**src/rtl/core/csbd_pkg.sv**
```systemverilog
// shared types and constants for the coverage weighted splat blend
// depends on nothing
package csbd_pkg;

   // store geometry
   localparam int unsigned PIXEL_COUNT_DEF = 65536;
   localparam int unsigned INDEX_SPAN      = 65536;
   localparam int unsigned INDEX_W         = 16;
   localparam int unsigned PIX_LIMIT_W     = 25;

   // channel and pixel widths
   localparam int unsigned CHAN_W   = 8;
   localparam logic [7:0]  HITS_MAX = 8'd255;

   // shared multiply-add operand widths
   localparam int unsigned MAC_A_W = 24;
   localparam int unsigned MAC_B_W = 16;
   localparam int unsigned NUM_W   = 32;

   // divider widths: the blend quotient never exceeds one channel
   localparam int unsigned DEN_W  = 25;
   localparam int unsigned QUOT_W = 8;

   typedef enum logic {
      OP_SPLAT = 1'b0,
      OP_READ  = 1'b1
   } op_type;

   typedef struct packed {
      logic [CHAN_W-1:0] hits;
      logic [CHAN_W-1:0] coverage;
      logic [CHAN_W-1:0] red;
      logic [CHAN_W-1:0] green;
      logic [CHAN_W-1:0] blue;
   } pixel_type;

   typedef struct packed {
      logic               en;
      logic [MAC_A_W-1:0] a;
      logic [MAC_B_W-1:0] b;
      logic [NUM_W-1:0]   c;
   } mac_op_type;

   typedef struct packed {
      logic             start;
      logic [NUM_W-1:0] dividend;
      logic [DEN_W-1:0] divisor;
   } div_req_type;

   typedef struct packed {
      logic              done;
      logic [QUOT_W-1:0] quot;
   } div_stat_type;

endpackage

```
**src/rtl/core/csbd_mac.sv**
```systemverilog
// shared multiply-add unit: registered a*b+c
// depends on csbd_pkg
module csbd_mac (
   input  logic                        clock,
   input  csbd_pkg::mac_op_type        mac_op,
   output logic [csbd_pkg::NUM_W-1:0]  mac_res
);

   logic [csbd_pkg::MAC_A_W+csbd_pkg::MAC_B_W-1:0] prod;
   logic [csbd_pkg::NUM_W-1:0]                     res_ff;
   logic [csbd_pkg::NUM_W-1:0]                     res_in;

   // product and addend, truncated to the working width
   always_comb begin
      prod   = mac_op.a * mac_op.b;
      res_in = prod[csbd_pkg::NUM_W-1:0] + mac_op.c;
   end

   always_ff @(posedge clock) begin
      if (mac_op.en) begin
         res_ff <= res_in;
      end
   end

   assign mac_res = res_ff;

endmodule

```
**config.mk**
```make
export PLATFORM = sky130hd
export DESIGN_NAME = csbd_mac
export DESIGN_NICKNAME = d
export VERILOG_FILES = /design/src/rtl/core/csbd_pkg.sv /design/src/rtl/core/csbd_mac.sv
export SDC_FILE = /design/constraint.sdc
export NUM_CORES = 1
export LEC_CHECK = 0
export BUFFER_PORTS_ARGS = -buffer_cell sky130_fd_sc_hd__buf_4
export CAP_MARGIN = 20
export CORE_MARGIN = 3
export CORE_UTILIZATION = 50
export DETAILED_ROUTE_END_ITERATION = 10
export GPL_TIMING_DRIVEN = 0
export HOLD_SLACK_MARGIN = 0.08
export PLACE_DENSITY = 0.66
export SLEW_MARGIN = 20
export SYNTH_ARGS = -nofsm -noshare
export SYNTH_HDL_FRONTEND = slang
export SYNTH_SLANG_ARGS = --single-unit
```
**constraint.sdc**
```tcl
create_clock -name clock -period 6.7 [get_ports clock]
set_input_delay 0 -clock clock [delete_from_list [all_inputs] [get_ports clock]]
set_output_delay 0 -clock clock [all_outputs]
set_load 0.05 [all_outputs]
```
==> key figures <==
Synth
  • Syn_nets: roughly 1900
  • Synth Cell Area: around 13000 µm²
  • Number of synthesized flops with an enable pin: 32
  • Most common cell in the netlist: inv_1
  • Share of the synthesized area in the top cell type: 48.7%
  • Synth area leaders: fa_1, inv_1, ha_1
  • Synth warnings: 0
  • Top FF cell, synth: edfxtp_1
  • Distinct cells, synth: 45
  • Register bit total from synthesis: 32
  • Asr flop ratio synth: 0%
  • Syn avg cell area: 9.07 µm²
  • Post-Synthesis Cells: 1406
  • Post-synth top area cell: fa_1
  • Seq/Total Area, Yosys: under 10%
  • Most instantiated cells after synthesis: inv_1, fa_1, nand2_1

Setup path
  • Worst path required time: 6740 ps
  • CP Class: input port to register
  • CP Launch Type: input port
  • Critical path launch point: mac_op[34]
  • Crit. End Element: register
  • Critical path data arrival time: between 6000 and 7000 ps
  • Worst-path fanout max: 10
  • Critical path endpoint: mac_res[25]$_DFFE_PP_

CTS
  • CTS root buffer: clkbuf_16
  • CTS max path bufs: 2
  • CTS H-tree lvls: 2
  • CTS Buf Count: 5
  • Setup bufs post-CTS: 0
  • CTS tree: yes
  • Clk slew on worst S/H paths: ~60 ps
  • Clock sinks: 32

Floorplan
  • Initial core utilization: around 52%
  • Die Span X: 166 µm
  • Row cnt: 57
  • Core Box Area: 24700 µm²
  • Die Height: between 150 and 200 µm
  • Die area: between 20000 and 30000 µm²
  • Boundary Pins: 106

Placement
  • Post-DP HPWL: 28.1 mm
  • Dpl cell area: 13900 µm²
  • RePlAce Congestion: roughly 0.95
  • # port buffers: around 100

STA
  • Unrepaired setup endpoints after global routing: no
  • Min cycle time layout: approximately 6400 ps
  • Setup TNS: 0 ps
  • Setup violations, final: 0
  • Slew margin rel.: a little over two fifths
  • Fin crit share: roughly 95%
  • Measured slew at the worst slew-check pin: roughly 860 ps
  • Pins Over Slew Limit: 0
  • Fmax: 157 MHz
  • Final Hold Viols: 0

Finish
  • Fillers: about 2300
  • Max reg flops: 32
  • Nets: just under 2000
  • Layout cells sized above 1: around 8.5%
  • P&R area growth vs syn: 10.7%
  • N_diodes: 0
  • Post-route cell area: about 14000 µm²

Detailed routing
  • Initial drt markers: between 600 and 700
  • DRT Pass-1 Iters: 5
  • DR WL/cell: 18.1 µm
  • Total wire length: 33.4 mm
  • Vias/cell: around 5
  • DRC viols: 0
  • Vias: between 9000 and 10000
  • Antenna viol nets, final: 0

Hold path
  • Hold Path Class: input port to register

Global routing
  • Number of global-route vias before repair: 10500
  • Total track usage: 25.9%
  • First-pass GRT wire length: around 56 mm
  • Pin count of the biggest net entering global routing: 33
  • Initial antenna violation count: 0
  • Grt ovf: 0

Status
  • Outcome: complete, no violations

Run
  • Max cap viols: 0
-- logic make-up (layout without fill, tap and decap cells) --
family | Yosys count | in the layout | synth area share (%)
flops | 32 | 32 | 7.53
buf+inv | 473 | 585 | 13.9
compound gates | 63 | 63 | 3.48
xor+xnor | 46 | 46 | 3.16
simple gates | 402 | 402 | 15.4
fa+ha+maj | 390 | 390 | 56.5
-- per-stage QoR --
step / std cells / hold slack (ps) / worst slack, ps / utilization [%]
floorplan: 1406 / 112 / 1010 / -
global placement: 1834 / 298 / 73.6 / 56.5
detailed placement: 1834 / 301 / 60.1 / 56.5
CTS: 1843 / 155 / 363 / 57.2
global route: 1842 / 175 / 2.51 / 57.2
finish: 1842 / 161 / 318 / 57.2
-- area by class of cell --
| cell class | count | area [µm²] | share of cell area [%] |
|---|---|---|---|
| multi-input combinational | 901 | 10000 | 71.0 |
| inverter | 421 | 1580 | 11.2 |
| sequential | 32 | 961 | 6.81 |
| timing repair buffer | 105 | 791 | 5.60 |
| tap | 324 | 405 | 2.87 |
| buffer | 51 | 195 | 1.38 |
| clock buffer | 5 | 125 | 0.886 |
| clock inverter | 3 | 42.5 | 0.301 |
-- worst max-delay path, stage by stage --
cell       delay, ps
buf_4            120
clkbuf_1         660
nand2_1          190
fa_1             540
fa_1             550
inv_1             50
fa_1             480
fa_1             510
fa_1             500
inv_1             50
fa_1             480
inv_1             40
ha_1             340
and3_2           290
a31oi_1          190
nand2_1          120
a2111oi_2        620
nor3_1           220
a311oi_1         360
xnor2_1          100
-- layout by cell type (no fill, tap or decap), types with 10 or more instances in the layout --
cell type / Yosys / layout
clkbuf_1: 52 / 47
inv_1: 421 / 421
ha_1: 80 / 80
a21oi_1: 20 / 20
xor2_1: 10 / 10
buf_4: 0 / 104
edfxtp_1: 32 / 32
and2_1: 153 / 153
nand2_1: 214 / 214
xnor2_1: 36 / 36
fa_1: 310 / 310
-- metal layers --
layer  vias up  share of wire (%)  GRT usage (%)
met4         0                2.6           7.12
met2       312                 50           45.0
met5         -                  0              0
li1       4202                  -              -
met3        57                6.5           4.41
met1      4803                 40           33.7
-- worst min path at each step --
stage / startpoint / end / cells after the start
floorplan: mac_op[72] / mac_res[0]$_DFFE_PP_ / 0
global placement: mac_op[0] / mac_res[0]$_DFFE_PP_ / 2
detailed placement: mac_op[0] / mac_res[0]$_DFFE_PP_ / 2
CTS: mac_op[32] / mac_res[0]$_DFFE_PP_ / 3
global route: mac_op[32] / mac_res[0]$_DFFE_PP_ / 3
finish: mac_op[32] / mac_res[0]$_DFFE_PP_ / 3
-- timing repair --
item,in CTS,in global routing
endpoints found under the setup margin,0,3
endpoints found under the hold margin,1,0
hold buffers,1,0
gates resized for setup,0,7
Power is not shown: default switching activity piles up to over one toggle a cycle in this logic, so the estimate is an artifact.
