### src/rtl/core/csbd_pkg.sv
// shared types and constants for the coverage weighted splat blend
// depends on nothing
package csbd_pkg;

   // store geometry
   localparam int unsigned PIXEL_COUNT_DEF = 65536;
   localparam int unsigned INDEX_SPAN      = 65536;
   localparam int unsigned INDEX_W         = 16;
   localparam int unsigned PIX_LIMIT_W     = 25;

   // channel and pixel widths
   localparam int unsigned CHAN_W   = 8;
   localparam logic [7:0]  HITS_MAX = 8'd255;

   // shared multiply-add operand widths
   localparam int unsigned MAC_A_W = 24;
   localparam int unsigned MAC_B_W = 16;
   localparam int unsigned NUM_W   = 32;

   // divider widths: the blend quotient never exceeds one channel
   localparam int unsigned DEN_W  = 25;
   localparam int unsigned QUOT_W = 8;

   typedef enum logic {
      OP_SPLAT = 1'b0,
      OP_READ  = 1'b1
   } op_type;

   typedef struct packed {
      logic [CHAN_W-1:0] hits;
      logic [CHAN_W-1:0] coverage;
      logic [CHAN_W-1:0] red;
      logic [CHAN_W-1:0] green;
      logic [CHAN_W-1:0] blue;
   } pixel_type;

   typedef struct packed {
      logic               en;
      logic [MAC_A_W-1:0] a;
      logic [MAC_B_W-1:0] b;
      logic [NUM_W-1:0]   c;
   } mac_op_type;

   typedef struct packed {
      logic             start;
      logic [NUM_W-1:0] dividend;
      logic [DEN_W-1:0] divisor;
   } div_req_type;

   typedef struct packed {
      logic              done;
      logic [QUOT_W-1:0] quot;
   } div_stat_type;

endpackage

### src/rtl/core/csbd_div.sv
// restoring radix-2 divider, one quotient bit per cycle
// depends on csbd_pkg
module csbd_div (
   input  logic                   clock,
   input  logic                   reset,
   input  csbd_pkg::div_req_type  div_req,
   output csbd_pkg::div_stat_type div_stat
);

   localparam int unsigned NUM_W  = csbd_pkg::NUM_W;
   localparam int unsigned QUOT_W = csbd_pkg::QUOT_W;
   localparam int unsigned CNT_W  = $clog2(QUOT_W + 1);

   logic [NUM_W-1:0]  rem_ff, rem_in;
   logic [NUM_W-1:0]  dsh_ff, dsh_in;
   logic [QUOT_W-1:0] quot_ff, quot_in;
   logic [CNT_W-1:0]  cnt_ff, cnt_in;
   logic              done_ff, done_in;
   logic [NUM_W:0]    diff;
   logic              fits;

   // trial subtract of the shifted divisor
   always_comb begin
      diff = {1'b0, rem_ff} - {1'b0, dsh_ff};
      fits = !diff[NUM_W];
   end

   // next state of the iteration
   always_comb begin
      rem_in  = rem_ff;
      dsh_in  = dsh_ff;
      quot_in = quot_ff;
      cnt_in  = cnt_ff;
      done_in = 1'b0;
      if (div_req.start) begin
         rem_in  = div_req.dividend;
         dsh_in  = NUM_W'(div_req.divisor) << (QUOT_W - 1);
         quot_in = '0;
         cnt_in  = CNT_W'(QUOT_W);
      end else if (cnt_ff != '0) begin
         if (fits) begin
            rem_in = diff[NUM_W-1:0];
         end
         quot_in = {quot_ff[QUOT_W-2:0], fits};
         dsh_in  = dsh_ff >> 1;
         cnt_in  = cnt_ff - CNT_W'(1);
         done_in = (cnt_ff == CNT_W'(1));
      end
   end

   // control
   always_ff @(posedge clock) begin
      if (reset) begin
         cnt_ff  <= '0;
         done_ff <= 1'b0;
      end else begin
         cnt_ff  <= cnt_in;
         done_ff <= done_in;
      end
   end

   // datapath
   always_ff @(posedge clock) begin
      rem_ff  <= rem_in;
      dsh_ff  <= dsh_in;
      quot_ff <= quot_in;
   end

   assign div_stat.done = done_ff;
   assign div_stat.quot = quot_ff;

endmodule

### config.mk
export PLATFORM = sky130hd
export DESIGN_NAME = csbd_div
export DESIGN_NICKNAME = d
export VERILOG_FILES = /design/src/rtl/core/csbd_pkg.sv /design/src/rtl/core/csbd_div.sv
export SDC_FILE = /design/constraint.sdc
export NUM_CORES = 1
export LEC_CHECK = 0
export ABC_CLOCK_PERIOD_IN_PS = 6700
export BUFFER_PORTS_ARGS = -buffer_cell sky130_fd_sc_hd__buf_4
export CAP_MARGIN = 15
export CORE_ASPECT_RATIO = 0.8
export CORE_MARGIN = 8
export CORE_UTILIZATION = 50
export CTS_CLUSTER_SIZE = 24
export DETAILED_ROUTE_END_ITERATION = 10
export PLACE_DENSITY = 0.69
export SLEW_MARGIN = 20
export SYNTH_ARGS = -nofsm -noshare
export SYNTH_HDL_FRONTEND = slang
export SYNTH_SLANG_ARGS = --single-unit
### constraint.sdc
create_clock -name clock -period 6.7 [get_ports clock]
set_input_delay 0.335 -clock clock [delete_from_list [all_inputs] [get_ports clock]]
set_output_delay 0.335 -clock clock [all_outputs]
set_load 0.03 [all_outputs]
==> summary.md <==
| Metric | Value |
|---|---|
| Status | completed |
| Initial antenna violation count | 0 |
| Final GP Congestion | 0.8755 |
| Worst skew pair latency | 0.34 ns |
| GR Util All Layers | 0.1960 |
| Placed Cells | 774 |
| Worst r2r src | rem_ff[0] |
| Crit path largest cell delay | 0.92 ns |
| Final #Nets | 740 |
| Non-Filler Instances | 790 |
| Post-synthesis compound-gate area fraction | 0.2419 |
| Fin crit share | 0.5932 |
| Max Fanout on Critical Path | 17 |
| Sink Count | 77 |
| Max Cap Viol | 0 |
| CTS tree | built |
| First-pass GRT wire length | 21,890 um |
| Fmax | 251.6 MHz |
| Commonest non-fill, non-tap cell in the layout | nand2_1 |
| RR Endpoint | rem_ff[15] |
| RSZ-0062 raised after global routing | false |
| Post-route antenna net violation count | 0 |
| Combinational family with the most area after synthesis | compound AO/OA/AOI/OAI gates |
| CP Data Required Time | 6.72 ns |
| Clock Path Buffers | 2 |
| Register area share after synthesis | 0.4059 |
| Routed wire length | 12,950 um |
| Post-synth top area share | 0.3289 |
| Hpwl dp | 9542 um |
| Top cell type by total area after synthesis | edfxtp_1 |
| Starting Density | 0.5102 |
| Final hold vios | 0 |
| Hold Path Cell Cnt | 2 |
| Leakage power | 2.471 nW |
| R2R setup slack | 2.73 ns |
| Die X | 130.1 um |
| Top_reg_cell synth | edfxtp_1 |
| Pre-antenna DRT Iters | 5 |
| Final setup viols | 0 |
| Post-layout util | 0.6013 |
| Hold wc startpoint | reset |
| Synthesis-stage register bit count | 77 |
| Slew @ Worst Pin | 1.084 ns |
| Synth Area in Simple Gates | 0.1693 |
| Wire per inst | 16.39 um |
| Cts repair resizes | 0 |
| Worst Setup Start Kind | flip-flop |
| Dpl ws | 2.644 ns |
| XOR/XNOR share of the synthesized area | 0.03366 |
| Final Skew | 0.009208 ns |
| Commonest non-fill, non-tap cells in the layout | nand2_1 (109), buf_4 (73), edfxtp_1 (57) |
| Max-slew violations | 0 |
| Share of cells above drive strength 1 | 0.1646 |
| H-tree Lvls | 3 |
| # port buffers | 68 |
| Finished Cell Area | 0.006132 mm^2 |
| Synthesized cell area | 0.005204 mm^2 |
| CORE AREA | 0.01020 mm^2 |
| Antenna diodes | 0 |
| Syn nets | 687 |
| Top-level I/O count | 69 |
| PwrDens | 456.0 mW/mm^2 |
| Largest net degree at the start of global routing | 79 |
| Number of global-route vias before repair | 4,459 |
| Slowest CP cell | a32oi_2 |
| Clock buffer count from CTS | 9 |
| Synth top area cells | edfxtp_1 (33%), ha_1 (8.2%), nand2_1 (7.9%) |
| Setup bufs post-CTS | 0 |
| Area grow syn2layout | 17.84% |
| Mux cell area share after synthesis | 0.008175 |
| Syn Area/Cell | 8.790 um^2 |
| Total grt overflow | 0 |
| Cell count after synthesis | 592 |
| Crit path cell chain | inv_1 -> ha_1 -> fa_1 -> and2b_1 -> o211ai_4 -> a21oi_2 -> o211ai_1 -> a21oi_1 -> nand3_1 -> a32oi_2 -> buf_4 |
| GRT met3 Usage | 0.04563 |
| Die ar. | 0.01395 mm^2 |
| # DRC | 0 |
| Met1 Track Usage GR | 0.2654 |
| Peak VDD IR | 0.0002991 V |
| Clock Tree Root | clkbuf_16 |
| Setup ws final | 2.726 ns |
| FP Rows | 33 |
| Routed vias/inst | 5.606 |
| Reg clk slew, reported paths | 0.07 ns |
| Vias | 4,429 |
| Synth Area in Adders | 0.08560 |
| Max_slew headroom | 0.2770 |
| Die H | 107.2 um |
| YS warnings | 0 |
| Hold EP | cnt_ff[3] |
| Setup TNS | 0 ns |
| Worst R2R Path Depth | 11 |
| Yosys cell types | 66 |
| GR peak layer | met2 |
| Final min period | 3.974 ns |
| Placement Cell Area | 0.005801 mm^2 |
| Arr. time, crit path | 3.99 ns |
| Type of the worst setup path | reg -> reg |
| Post-synth EDFFs | 57 |
| Hold Path Class | in -> reg |
| Critical path endpoint category | flip-flop |
| Met2 Track Usage GR | 0.3049 |
| Hold buffer count at cts | 0 |
| Asr flop ratio synth | 0 |
| DR iter-0 viols | 328 |
-- routing by layer --
layer | routed length [um] | up-vias
met5 | 0 | -
met4 | 196 | 0
met3 | 761 | 14
met2 | 5721 | 111
met1 | 6268 | 2061
li1 | - | 2243
-- sequential cells by signal (all words and copies together) (netlist names) --
| signal | count |
|---|---|
| dsh_ff | 32 |
| rem_ff | 32 |
| quot_ff | 8 |
| cnt_ff | 4 |
| done_ff | 1 |
-- report_power, final --
group	internal [mW]	switching, mW
logic	0.591	0.927
registers	0.706	0.0467
clock network	0.321	0.204
total	1.62	1.18
-- synthesized netlist by cell type, types with 3 or more instances --
| cell | instances |
|---|---|
| nand2b_1 | 6 |
| nand3_1 | 7 |
| a21oi_1 | 52 |
| a21boi_0 | 3 |
| edfxtp_1 | 57 |
| o21bai_1 | 8 |
| nor2_1 | 28 |
| dfxtp_1 | 20 |
| and3_1 | 4 |
| nor2b_1 | 5 |
| o211ai_1 | 7 |
| xnor2_1 | 13 |
| nand2_1 | 109 |
| nor3_1 | 12 |
| o31ai_1 | 26 |
| buf_4 | 3 |
| a31oi_1 | 5 |
| o21ai_0 | 39 |
| clkbuf_1 | 21 |
| buf_1 | 3 |
| o21a_1 | 10 |
| a211oi_1 | 5 |
| and2_1 | 6 |
| inv_1 | 40 |
| ha_1 | 34 |
| o21ai_1 | 5 |
| xor2_1 | 7 |
| a21o_1 | 6 |
| a311oi_1 | 4 |
| nand4_1 | 4 |
-- cells by family after synthesis --
| kind of cell | Yosys count |
|---|---|
| AND/OR/NAND/NOR | 196 |
| AO/OA/AOI/OAI | 189 |
| flip-flops | 77 |
| buffers and inverters | 71 |
| adder cells (fa/ha/maj) | 35 |
| XOR/XNOR | 20 |
| multiplexers | 4 |
-- per-stage QoR --
| stage | total power, mW | hold WS (ns) |
|---|---|---|
| 2_1_floorplan | 1.929 | 0.4041 |
| 3_3_place_gp | 2.241 | 0.4438 |
| 3_5_place_dp | 2.255 | 0.4489 |
| 4_1_cts | 2.797 | 0.1700 |
| 5_1_grt | 3.011 | 0.1731 |
| 6_report | 2.796 | 0.1794 |
-- worst max-delay path by stage --
stage,from,endpoint,slack (ns),cells after the start
after floorplan,rem_ff[0],rem_ff[0],2.44,10
after global placement,rem_ff[0],rem_ff[16],2.77,11
after detailed placement,rem_ff[0],rem_ff[23],2.64,11
after CTS,rem_ff[0],rem_ff[20],2.63,11
after global routing,rem_ff[0],rem_ff[20],2.43,11
final,rem_ff[0],rem_ff[15],2.73,11
-- critical path, delay by kind of cell, from the launching register on --
| family | cells | cell delay (ns) |
|---|---|---|
| adders and majority gates | 2 | 0.60 |
| AOI/OAI and AO/OA | 5 | 1.81 |
| and+or+nand+nor | 2 | 0.46 |
| buffers and inverters | 2 | 0.45 |
| DFF | 1 | 0.32 |
-- final cells by class --
| class | instances | area (um^2) |
|---|---|---|
| Clock inverter | 4 | 31.28 |
| Multi-Input combinational cell | 444 | 2815 |
| Clock buffer | 12 | 300.3 |
| Fill cell | 953 | 4066 |
| Sequential cell | 77 | 2112 |
| Timing Repair Buffer | 73 | 548.0 |
| Tap cell | 140 | 175.2 |
| Inverter | 40 | 150.1 |
Power figures use the tool's default switching activity.
